## config.mk

```make
export PLATFORM = sky130hd
export DESIGN_NAME = psd_ctrl
export DESIGN_NICKNAME = d
export VERILOG_FILES = /design/src/psd_pkg.sv /design/src/psd_ctrl.sv
export SDC_FILE = /design/constraint.sdc
export NUM_CORES = 1
export LEC_CHECK = 0
export ABC_CLOCK_PERIOD_IN_PS = 4150
export BUFFER_PORTS_ARGS = -buffer_cell sky130_fd_sc_hd__buf_4
export CAP_MARGIN = 20
export CORE_AREA = 2 2 39 41
export DETAILED_ROUTE_END_ITERATION = 8
export DIE_AREA = 0 0 41 43
export GPL_ROUTABILITY_DRIVEN = 0
export PLACE_DENSITY = 0.73
export REMOVE_ABC_BUFFERS = 1
export SKIP_CTS_REPAIR_TIMING = 1
export SYNTH_ARGS = -nofsm -noshare
export SYNTH_HDL_FRONTEND = slang
export SYNTH_SLANG_ARGS = --single-unit
export TNS_END_PERCENT = 1
```

## constraint.sdc

```tcl
create_clock -name clk -period 4.15 [get_ports clk]
set_clock_uncertainty 0.2 [all_clocks]
set_input_delay 0.83 -clock clk [delete_from_list [all_inputs] [get_ports clk]]
set_output_delay 0.83 -clock clk [all_outputs]
set_load 0.03 [all_outputs]
```

## src/psd_pkg.sv

```systemverilog
`default_nettype none
// ----------------------------------------------------------------------------
// psd_pkg
// Shared types and constants of the port scan detector.
// ----------------------------------------------------------------------------
package psd_pkg;

	// Table geometry. BUCKETS and PORTS_PER_SOURCE are powers of two so that
	// the bucket and the port slot come straight from address bits.
	localparam int BUCKETS          = 64;
	localparam int WAYS             = 4;
	localparam int PORTS_PER_SOURCE = 64;

	localparam int unsigned US_PER_SECOND = 1000000;

	typedef enum logic [1:0] {
		KIND_SYN  = 2'd0,
		KIND_FIN  = 2'd1,
		KIND_NULL = 2'd2,
		KIND_XMAS = 2'd3
	} kind_t;

	typedef enum logic {
		OP_CHECK = 1'b0,
		OP_SWEEP = 1'b1
	} op_t;

	typedef enum logic {
		REG_THRESHOLD = 1'b0,
		REG_WINDOW    = 1'b1
	} reg_idx_t;

	typedef enum logic [3:0] {
		ST_IDLE,
		ST_LIMIT,
		ST_WAYRD,
		ST_WAYCMP,
		ST_EXPIRE,
		ST_PORTRD,
		ST_PORTCMP,
		ST_FINISH,
		ST_SWRD,
		ST_SWCMP,
		ST_OUT
	} state_t;

	// Commands from controller to datapath.
	typedef struct packed {
		logic load;      // capture input item
		logic calc_lim;  // compute window and sweep limits
		logic way_rd;    // read entry at current way
		logic way_cmp;   // evaluate read entry, step way
		logic expire;    // allocate / apply window expiry
		logic port_rd;   // read port slot
		logic port_cmp;  // compare port slot, step slot
		logic finish;    // append port, write entry, form result
		logic sw_rd;     // read entry at sweep index
		logic sw_cmp;    // evaluate sweep entry, step index
	} cmd_t;

	// Status from datapath to controller.
	typedef struct packed {
		logic is_sweep;
		logic classified;
		logic way_last;
		logic no_room;
		logic port_done;
		logic port_hit;
		logic sw_last;
	} status_t;

	function automatic logic [2:0] classify(input logic [7:0] f);
		logic [2:0] r;
		r = 3'b000;
		if (f == 8'h02) r = {1'b1, KIND_SYN};
		else if (f == 8'h01) r = {1'b1, KIND_FIN};
		else if (f == 8'h00) r = {1'b1, KIND_NULL};
		else if ((f & 8'h29) == 8'h29) r = {1'b1, KIND_XMAS};
		return r;
	endfunction

endpackage
`default_nettype wire

```

## src/psd_ctrl.sv

```systemverilog
`default_nettype none
// ----------------------------------------------------------------------------
// psd_ctrl
// Sequencer for one item at a time: check or sweep.
// ----------------------------------------------------------------------------
module psd_ctrl (
	input  wire logic             clk,
	input  wire logic             arst_n,
	input  wire logic             in_fire,
	input  wire logic             out_fire,
	input  wire psd_pkg::status_t sts,
	output logic                  busy,
	output logic                  res_valid,
	output psd_pkg::cmd_t         cmd
);
	psd_pkg::state_t state_q, state_d;

	always_ff @(posedge clk or negedge arst_n) begin
		if (!arst_n) state_q <= psd_pkg::ST_IDLE;
		else state_q <= state_d;
	end

	always_comb begin
		state_d = state_q;
		unique case (state_q)
			psd_pkg::ST_IDLE:    if (in_fire) state_d = psd_pkg::ST_LIMIT;
			psd_pkg::ST_LIMIT: begin
				if (sts.is_sweep) state_d = psd_pkg::ST_SWRD;
				else if (sts.classified) state_d = psd_pkg::ST_WAYRD;
				else state_d = psd_pkg::ST_OUT;
			end
			psd_pkg::ST_WAYRD:   state_d = psd_pkg::ST_WAYCMP;
			psd_pkg::ST_WAYCMP:  state_d = sts.way_last ? psd_pkg::ST_EXPIRE
				: psd_pkg::ST_WAYRD;
			psd_pkg::ST_EXPIRE:  state_d = sts.no_room ? psd_pkg::ST_OUT
				: psd_pkg::ST_PORTRD;
			psd_pkg::ST_PORTRD:  state_d = sts.port_done ? psd_pkg::ST_FINISH
				: psd_pkg::ST_PORTCMP;
			psd_pkg::ST_PORTCMP: state_d = sts.port_hit ? psd_pkg::ST_FINISH
				: psd_pkg::ST_PORTRD;
			psd_pkg::ST_FINISH:  state_d = psd_pkg::ST_OUT;
			psd_pkg::ST_SWRD:    state_d = psd_pkg::ST_SWCMP;
			psd_pkg::ST_SWCMP:   state_d = sts.sw_last ? psd_pkg::ST_OUT
				: psd_pkg::ST_SWRD;
			psd_pkg::ST_OUT:     if (out_fire) state_d = psd_pkg::ST_IDLE;
			default:             state_d = psd_pkg::ST_IDLE;
		endcase
	end

	always_comb begin
		cmd = '0;
		busy = 1'b1;
		res_valid = 1'b0;
		unique case (state_q)
			psd_pkg::ST_IDLE: begin
				busy = 1'b0;
				cmd.load = in_fire;
			end
			psd_pkg::ST_LIMIT:   cmd.calc_lim = 1'b1;
			psd_pkg::ST_WAYRD:   cmd.way_rd = 1'b1;
			psd_pkg::ST_WAYCMP:  cmd.way_cmp = 1'b1;
			psd_pkg::ST_EXPIRE:  cmd.expire = 1'b1;
			psd_pkg::ST_PORTRD:  cmd.port_rd = 1'b1;
			psd_pkg::ST_PORTCMP: cmd.port_cmp = 1'b1;
			psd_pkg::ST_FINISH:  cmd.finish = 1'b1;
			psd_pkg::ST_SWRD:    cmd.sw_rd = 1'b1;
			psd_pkg::ST_SWCMP:   cmd.sw_cmp = 1'b1;
			psd_pkg::ST_OUT:     res_valid = 1'b1;
			default:             busy = 1'b1;
		endcase
	end
endmodule
`default_nettype wire

```

==> results of run 1 <==
## cells in the mapped netlist (2+ instances only)
| cell type | instances |
|---|---|
| a21oi_1 | 2 |
| and4bb_2 | 2 |
| buf_2 | 2 |
| buf_4 | 2 |
| dfrtp_1 | 4 |
| inv_1 | 2 |
| nand2_1 | 4 |
| nand2b_1 | 4 |
| nor2_1 | 9 |
| nor3_1 | 5 |
| o21ai_0 | 3 |
| o21ai_2 | 2 |
## worst paths after layout
path | endpoint | slack (ps) | depth (start not counted)
hold reg to reg | state_q[2]$_DFFE_PN0P_ | 520 | 1
setup reg to reg | state_q[0]$_DFFE_PN0P_ | 2550 | 3
max in group asynchronous | state_q[2]$_DFFE_PN0P_ | 3470 | 1
setup / recovery | cmd[9] | 1520 | 3
min in group clk | state_q[2]$_DFFE_PN0P_ | 520 | 1
hold / removal | state_q[0]$_DFFE_PN0P_ | 190 | 1
## power by group through the flow
stage	Sequential [uW]	Clock [uW]	Combinational, uW
3_5_place_dp	109	0	249
6_report	109	46.1	247
3_3_place_gp	106	0	248
4_1_cts	108	48.6	249
5_1_grt	117	52.0	266
2_1_floorplan	95.4	0	179
## final cells by class
type | count | area, um^2 | share of cell area
clock buffers | 3 | 22.52 | 0.03681
inverters | 3 | 11.26 | 0.01840
multi-input cells | 46 | 292.8 | 0.4785
flip-flops and latches | 4 | 100.1 | 0.1636
well taps | 16 | 20.02 | 0.03272
repair buffers | 22 | 165.2 | 0.2699
## per-layer routing
metal  up-vias  global-route usage
met4         0             0.08667
met2        11              0.1906
met5         -                   0
met1       213              0.1732
met3         0             0.03665
li1        246                   -
## cell families after synthesis
kind of cell	share of synthesized area
AO/OA/AOI/OAI	0.2157
buffers and inverters	0.08454
flip-flops	0.2332
AND/OR/NAND/NOR	0.4665
## stage by stage
stage,instance area (um^2),worst slack (ps),utilization,power [uW],std cells
floorplan,404.1,1571,-,274.6,53
global placement,589.3,1790,0.4259,353.4,91
detailed placement,589.3,1765,0.4259,357.1,91
CTS,611.8,1516,0.4421,406.0,94
global route,611.8,1407,0.4421,435.5,94
finish,611.8,1522,0.4421,402.1,94
==> qor.csv, run 1 <==
metric,value,unit
synth_area_leaders,"dfrtp_1 (23%), nor2_1 (7.9%), and4bb_2 (5.8%)",
antenna_cells,0,
wl_met2,506,um
cts-root-buf,clkbuf_4,
die-width,41,um
syn_area,429.2,um^2
grt_pass1_vias,430,
antenna_found_initial,0,
netSwitchingFraction,0.5083,
grtUsageTotal,0.1352,
async_flop_share,1.000,
regMostFlops,state_q,
crit_buf_inv,1,
final_cell_mix,"buf_4 (22), nor2_1 (9), nor3_1 (5)",
tightest_slew,479.7,ps
startpoint_type,flop,
ant_nets,0,
clock_latency,230,ps
holdCritPathClass,input pin to async pin,
p_comb_frac,0.613,
synth_cell_types,28,
clkTransAtPathRegs,40,ps
cap_violations,0,
path_max_fanout,19,
crit_start,state_q[2]$_DFFE_PN0P_,
grt_pass1_wl,1607,um
path_cells,or4_4 -> nor2_1 -> buf_4,
grt_max_degree,20,
drive_gt1_frac,0.4359,
rr_startpoint,state_q[2]$_DFFE_PN0P_,
placeableCoreArea,0.001384,mm^2
routed_wirelength,997,um
final-hold-violation-count,0,
ir_drop,211.6,uV
synth_cells,57,
cp.arrival,1600,ps
largest_reg_flops,4,
areaGrowthSynthToFinish,42.57,%
synth_top_area_cell,dfrtp_1,
p_per_area,657.1,mW/mm^2
status,finished clean,
ys_ff_latch,4,
top_layer,met3,
clock_tree.buffer_depth,2,
port_buffers,22,
synth-warning-count,0,
power_switching,204.4,uW
avgSynthCellArea,7.529,um^2
holdWs,186.3,ps
p_leak,0.0002893,uW
cp_top_family,simple AND/OR/NAND/NOR gates,
cp_slowest_cell,or4_4,
finalSetupTns,0,ps
max_stage_delay,570,ps
start_util,0.3101,
gr-total-overflow,0,
drc,0,
avgViaCountPerCell,5.000,
htreeDepth,1,
hpwl,763.5,um
nFillCells,145,
ys.flop_type,dfrtp_1,
cts_inserted_buffers,3,
first_pass_iters,4,
setup_viol,0,
power_frac_seq,0.272,
period_needed,2628,ps
die_area,0.001763,mm^2
nets,91,
final_common_cell,buf_4,
cts_tree,built,
synth-edff-count,0,
cp-end-kind,primary output,
wl_per_cell,10.61,um
io_pins,23,
fmax,0.3805,GHz
die_h,43,um
top_regs,state_q x4,
required,3120,ps
internal_power,197.7,uW
vias,470,
yosysSeqAreaShare,0.2332,
numClockSinks,4,
finalMaxSlewViolations,0,
path_class,flop to primary output,
fp-row-count,14,
met1_length,446,um
rsz0062_at_grt,no,
slew_headroom,0.6802,
p_clk_frac,0.115,
synth_top_cell_area_share,0.2332,
met3_length,44,um
timing.final.crit_share,0.6332,
drt_iter0_drc,12,
No activity file was read; power rests on OpenSTA's default activity.
==> run 2, diff against run 1 <==
- ABC_CLOCK_PERIOD_IN_PS: 4150 -> 2240
- PLACE_DENSITY: 0.73 -> 0.75
- clock period: 4.15 -> 2.24 ns (I/O delays scaled with it)
==> qor.csv, run 2 (synthesis gave the netlist of run 1 again) <==
metric,value,unit
ant_nets,0,
drt_iter0_drc,5,
slew_headroom,0.8537,
drc,0,
die_h,43,um
largest_reg_flops,4,
ff2ff_path_depth,4,
port_buffers,22,
start_util,0.3101,
io_pins,23,
gr-total-overflow,0,
cp.arrival,1420,ps
rsz0062_at_grt,no,
antenna_found_initial,0,
fp-row-count,14,
vias,504,
holdCritPathClass,input pin to flop,
final-hold-violation-count,0,
crit_buf_inv,1,
crit_cells,3,
regMostFlops,state_q,
first_pass_iters,4,
max_stage_delay,550,ps
tightest_slew,217.1,ps
hpwl,823.5,um
clkTransAtPathRegs,40,ps
grt_pass1_vias,437,
finalSetupTns,0,ps
areaGrowthSynthToFinish,53.64,%
wl_per_cell,10.50,um
placeableCoreArea,0.001384,mm^2
path_max_fanout,3,
utilization,0.4765,
top_regs,state_q x4,
clock_tree.buffer_depth,2,
nets,97,
numClockSinks,4,
startpoint_type,flop,
status,finished clean,
p_per_area,1208,mW/mm^2
grt_pass1_wl,1800,um
required,1590,ps
period_needed,2069,ps
multi_input_area,292.8,um^2
timing.final.crit_share,0.9239,
setup_viol,0,
grtUsageTotal,0.1452,
cp_slowest_cell,or4_4,
die_area,0.001763,mm^2
clock_latency,230,ps
cap_violations,0,
nFillCells,153,
htreeDepth,1,
regArea,100.1,um^2
routed_wirelength,1050,um
r2r_slack,670,ps
avgViaCountPerCell,5.040,
cts_inserted_buffers,3,
path_cells,or4_4 -> nor2_1 -> buf_4,
cts_tree,built,
p_leak,0.0003191,uW
r2r-end,state_q[1]$_DFFE_PN0P_,
ir_drop,410.2,uV
final_cell_mix,"buf_4 (27), nor2_1 (9), nor3_1 (5)",
path_class,flop to primary output,
final_common_cell,buf_4,
cp-end-kind,primary output,
rr_startpoint,state_q[3]$_DFFE_PN0P_,
cts-root-buf,clkbuf_4,
antenna_cells,0,
fmax,0.4832,GHz
crit_start,state_q[0]$_DFFE_PN0P_,
cp_top_family,simple AND/OR/NAND/NOR gates,
finalMaxSlewViolations,0,
grt_max_degree,15,
drive_gt1_frac,0.4643,
endpoint,cmd[9],
die-width,41,um
-- run 2: cell count changes in the layout (fill, tap and decap cells not counted), sizes merged --
| cell | before | now |
|---|---|---|
| buf | 22 | 27 |
| dlygate4sd3 | 0 | 1 |
-- run 2: area by class of cell --
cell class | instances | area share
multi-input cells | 46 | 0.4440
flip-flops and latches | 4 | 0.1518
inverters | 3 | 0.01708
repair buffers | 28 | 0.3226
well taps | 16 | 0.03036
clock buffers | 3 | 0.03416
-- run 2: how the worst min path moves through the flow --
stage / start / end / slack (ps) / cells past startpoint
after floorplan: arst_n / state_q[0]$_DFFE_PN0P_ / -50 / 0
after CTS: arst_n / state_q[0]$_DFFE_PN0P_ / -210 / 1
after global placement: arst_n / state_q[1]$_DFFE_PN0P_ / 50 / 1
after global routing: in_fire / state_q[0]$_DFFE_PN0P_ / 320 / 3
final: in_fire / state_q[0]$_DFFE_PN0P_ / 310 / 3
after detailed placement: arst_n / state_q[0]$_DFFE_PN0P_ / 50 / 1
-- run 2: power by group --
part	internal (uW)	switching, uW	total [uW]
combinational	245	339	584
sequential	103	22.3	125
clock	59.8	27.7	87.5
total	408	389	796
-- run 2: per-layer routing --
layer | global-route usage | wire (um)
met3 | 0.04712 | 74
met5 | 0 | 0
met2 | 0.2000 | 523
met1 | 0.2215 | 452
met4 | 0.02000 | 0
-- run 2: metrics by stage --
step                worst slack [ps]  hold slack (ps)  cell area (um^2)  std cells  power [uW]
floorplan                      42.85           -47.59             404.1         53       508.8
global placement               438.4            45.20             626.9         96       704.9
detailed placement             406.2            45.57             626.9         96       715.0
CTS                            149.7           -208.0             649.4         99       808.1
global route                   91.69            323.0             659.4        100       872.6
finish                         170.5            314.7             659.4        100       796.3
-- run 2: worst register-to-register path, delay by kind of cell, from the launching register on --
| kind | cells | cell delay [ps] |
|---|---|---|
| and+or+nand+nor | 1 | 290 |
| AOI/OAI and AO/OA | 2 | 390 |
| DFF | 1 | 410 |
| buffers and inverters | 1 | 190 |
==> run 3, diff against run 2 <==
- ABC_CLOCK_PERIOD_IN_PS: 2240 -> 2250
- PLACE_DENSITY: 0.75 -> 0.73
- clock period: 2.24 -> 2.25 ns (I/O delays scaled with it)
==> qor.csv, run 3 (synthesis gave the netlist of run 1 again) <==
metric,value,unit
gr-total-overflow,0,
placeableCoreArea,0.001384,mm^2
max_stage_delay,550,ps
ir_drop,396.6,uV
grt_max_degree,15,
grt_pass1_wl,1745,um
dp_cells,96,
start_util,0.3101,
finalMaxSlewViolations,0,
final-hold-violation-count,0,
nets,97,
cp_top_family,simple AND/OR/NAND/NOR gates,
nFillCells,157,
cts_inserted_buffers,3,
tightest_slew,198.4,ps
drive_gt1_frac,0.4643,
path_class,flop to primary output,
largest_reg_flops,4,
vias,503,
wl_per_cell,10.84,um
rsz0062_at_grt,no,
ff2ff_path_depth,4,
multi_input_area,292.8,um^2
period_needed,2065,ps
cp.arrival,1410,ps
slew_headroom,0.8664,
avgViaCountPerCell,5.030,
power_frac_seq,0.154,
final_common_cell,buf_4,
fp-row-count,14,
antenna_found_initial,0,
p_per_area,1207,mW/mm^2
io_pins,23,
routed_wirelength,1084,um
ant_nets,0,
setup_viol,0,
die-width,41,um
required,1600,ps
first_pass_iters,4,
clock_tree.buffer_depth,2,
fmax,0.4843,GHz
cp_slowest_cell,or4_4,
cap_violations,0,
internal_power,405.8,uW
status,finished clean,
die_area,0.001763,mm^2
port_buffers,22,
p_leak,0.0003191,uW
p_clk_frac,0.108,
hpwl,828.6,um
power,795.7,uW
r2r_slack,700,ps
top_regs,state_q x4,
path_max_fanout,3,
numClockSinks,4,
netSwitchingFraction,0.4900,
die_h,43,um
holdCritPathClass,input pin to flop,
grt_pass1_vias,428,
utilization,0.4765,
startpoint_type,flop,
cts_tree,built,
grtUsageTotal,0.1453,
clkTransAtPathRegs,40,ps
regMostFlops,state_q,
htreeDepth,1,
clock_latency,230,ps
drc,0,
cp-end-kind,primary output,
finalSetupTns,0,ps
final_cell_mix,"buf_4 (27), nor2_1 (9), nor3_1 (5)",
crit_cells,3,
cts-root-buf,clkbuf_4,
drt_iter0_drc,4,
p_comb_frac,0.738,
areaGrowthSynthToFinish,53.64,%
timing.final.crit_share,0.9177,
regArea,100.1,um^2
fin_cells,100,
power_switching,389.9,uW
antenna_cells,0,
crit_buf_inv,1,
whs_path_depth,3,
path_cells,or4_4 -> nor2_1 -> buf_4,
run 3: cell counts in the layout (fill, tap and decap cells not counted):
Identical to the previous run, type by type.
run 3: power groups by stage:
stage                     clock, uW  combinational (uW)  sequential, uW
after floorplan                   0                 330             176
after global placement            0                 582             122
after detailed placement          0                 589             124
after CTS                      89.4                 591             123
after global routing           98.2                 634             126
final                          85.8                 587             123
run 3: metal layers:
layer | vias up | wire [um] | GRT usage | part of all wire
met5 | - | 0 | 0 | 0
met4 | 0 | 0 | 0.06000 | 0
met3 | 0 | 67 | 0.04712 | 0.062
met2 | 15 | 557 | 0.2156 | 0.51
met1 | 231 | 459 | 0.1863 | 0.42
li1 | 257 | - | - | -
run 3: cell type report:
cell class,instances,area share
multi-input cells,46,0.4440
well taps,16,0.03036
repair buffers,28,0.3226
flip-flops and latches,4,0.1518
inverters,3,0.01708
clock buffers,3,0.03416
run 3: worst register-to-register path: stages, from the launching register on:
cell	delay (ps)
dfrtp_1	400
buf_4	190
or2_2	290
a211o_1	300
o2111ai_2	80
run 3: worst paths after layout:
| check | from | end |
|---|---|---|
| worst max-delay path | state_q[0]$_DFFE_PN0P_ | cmd[9] |
| worst min-delay path | in_fire | state_q[0]$_DFFE_PN0P_ |
| worst max register to register | state_q[3]$_DFFE_PN0P_ | state_q[1]$_DFFE_PN0P_ |
| worst min register to register | state_q[1]$_DFFE_PN0P_ | state_q[0]$_DFFE_PN0P_ |
| max in group asynchronous | arst_n | state_q[2]$_DFFE_PN0P_ |
| min in group asynchronous | arst_n | state_q[1]$_DFFE_PN0P_ |
run 3: stage by stage:
stage	instance area (um^2)	hold slack (ps)	setup WS [ps]
floorplan	404.1	-45.59	50.85
CTS	649.4	-201.1	168.7
finish	659.4	306.2	185.2
global placement	626.9	47.40	448.7
global route	659.4	315.3	119.1
detailed placement	626.9	47.48	421.4
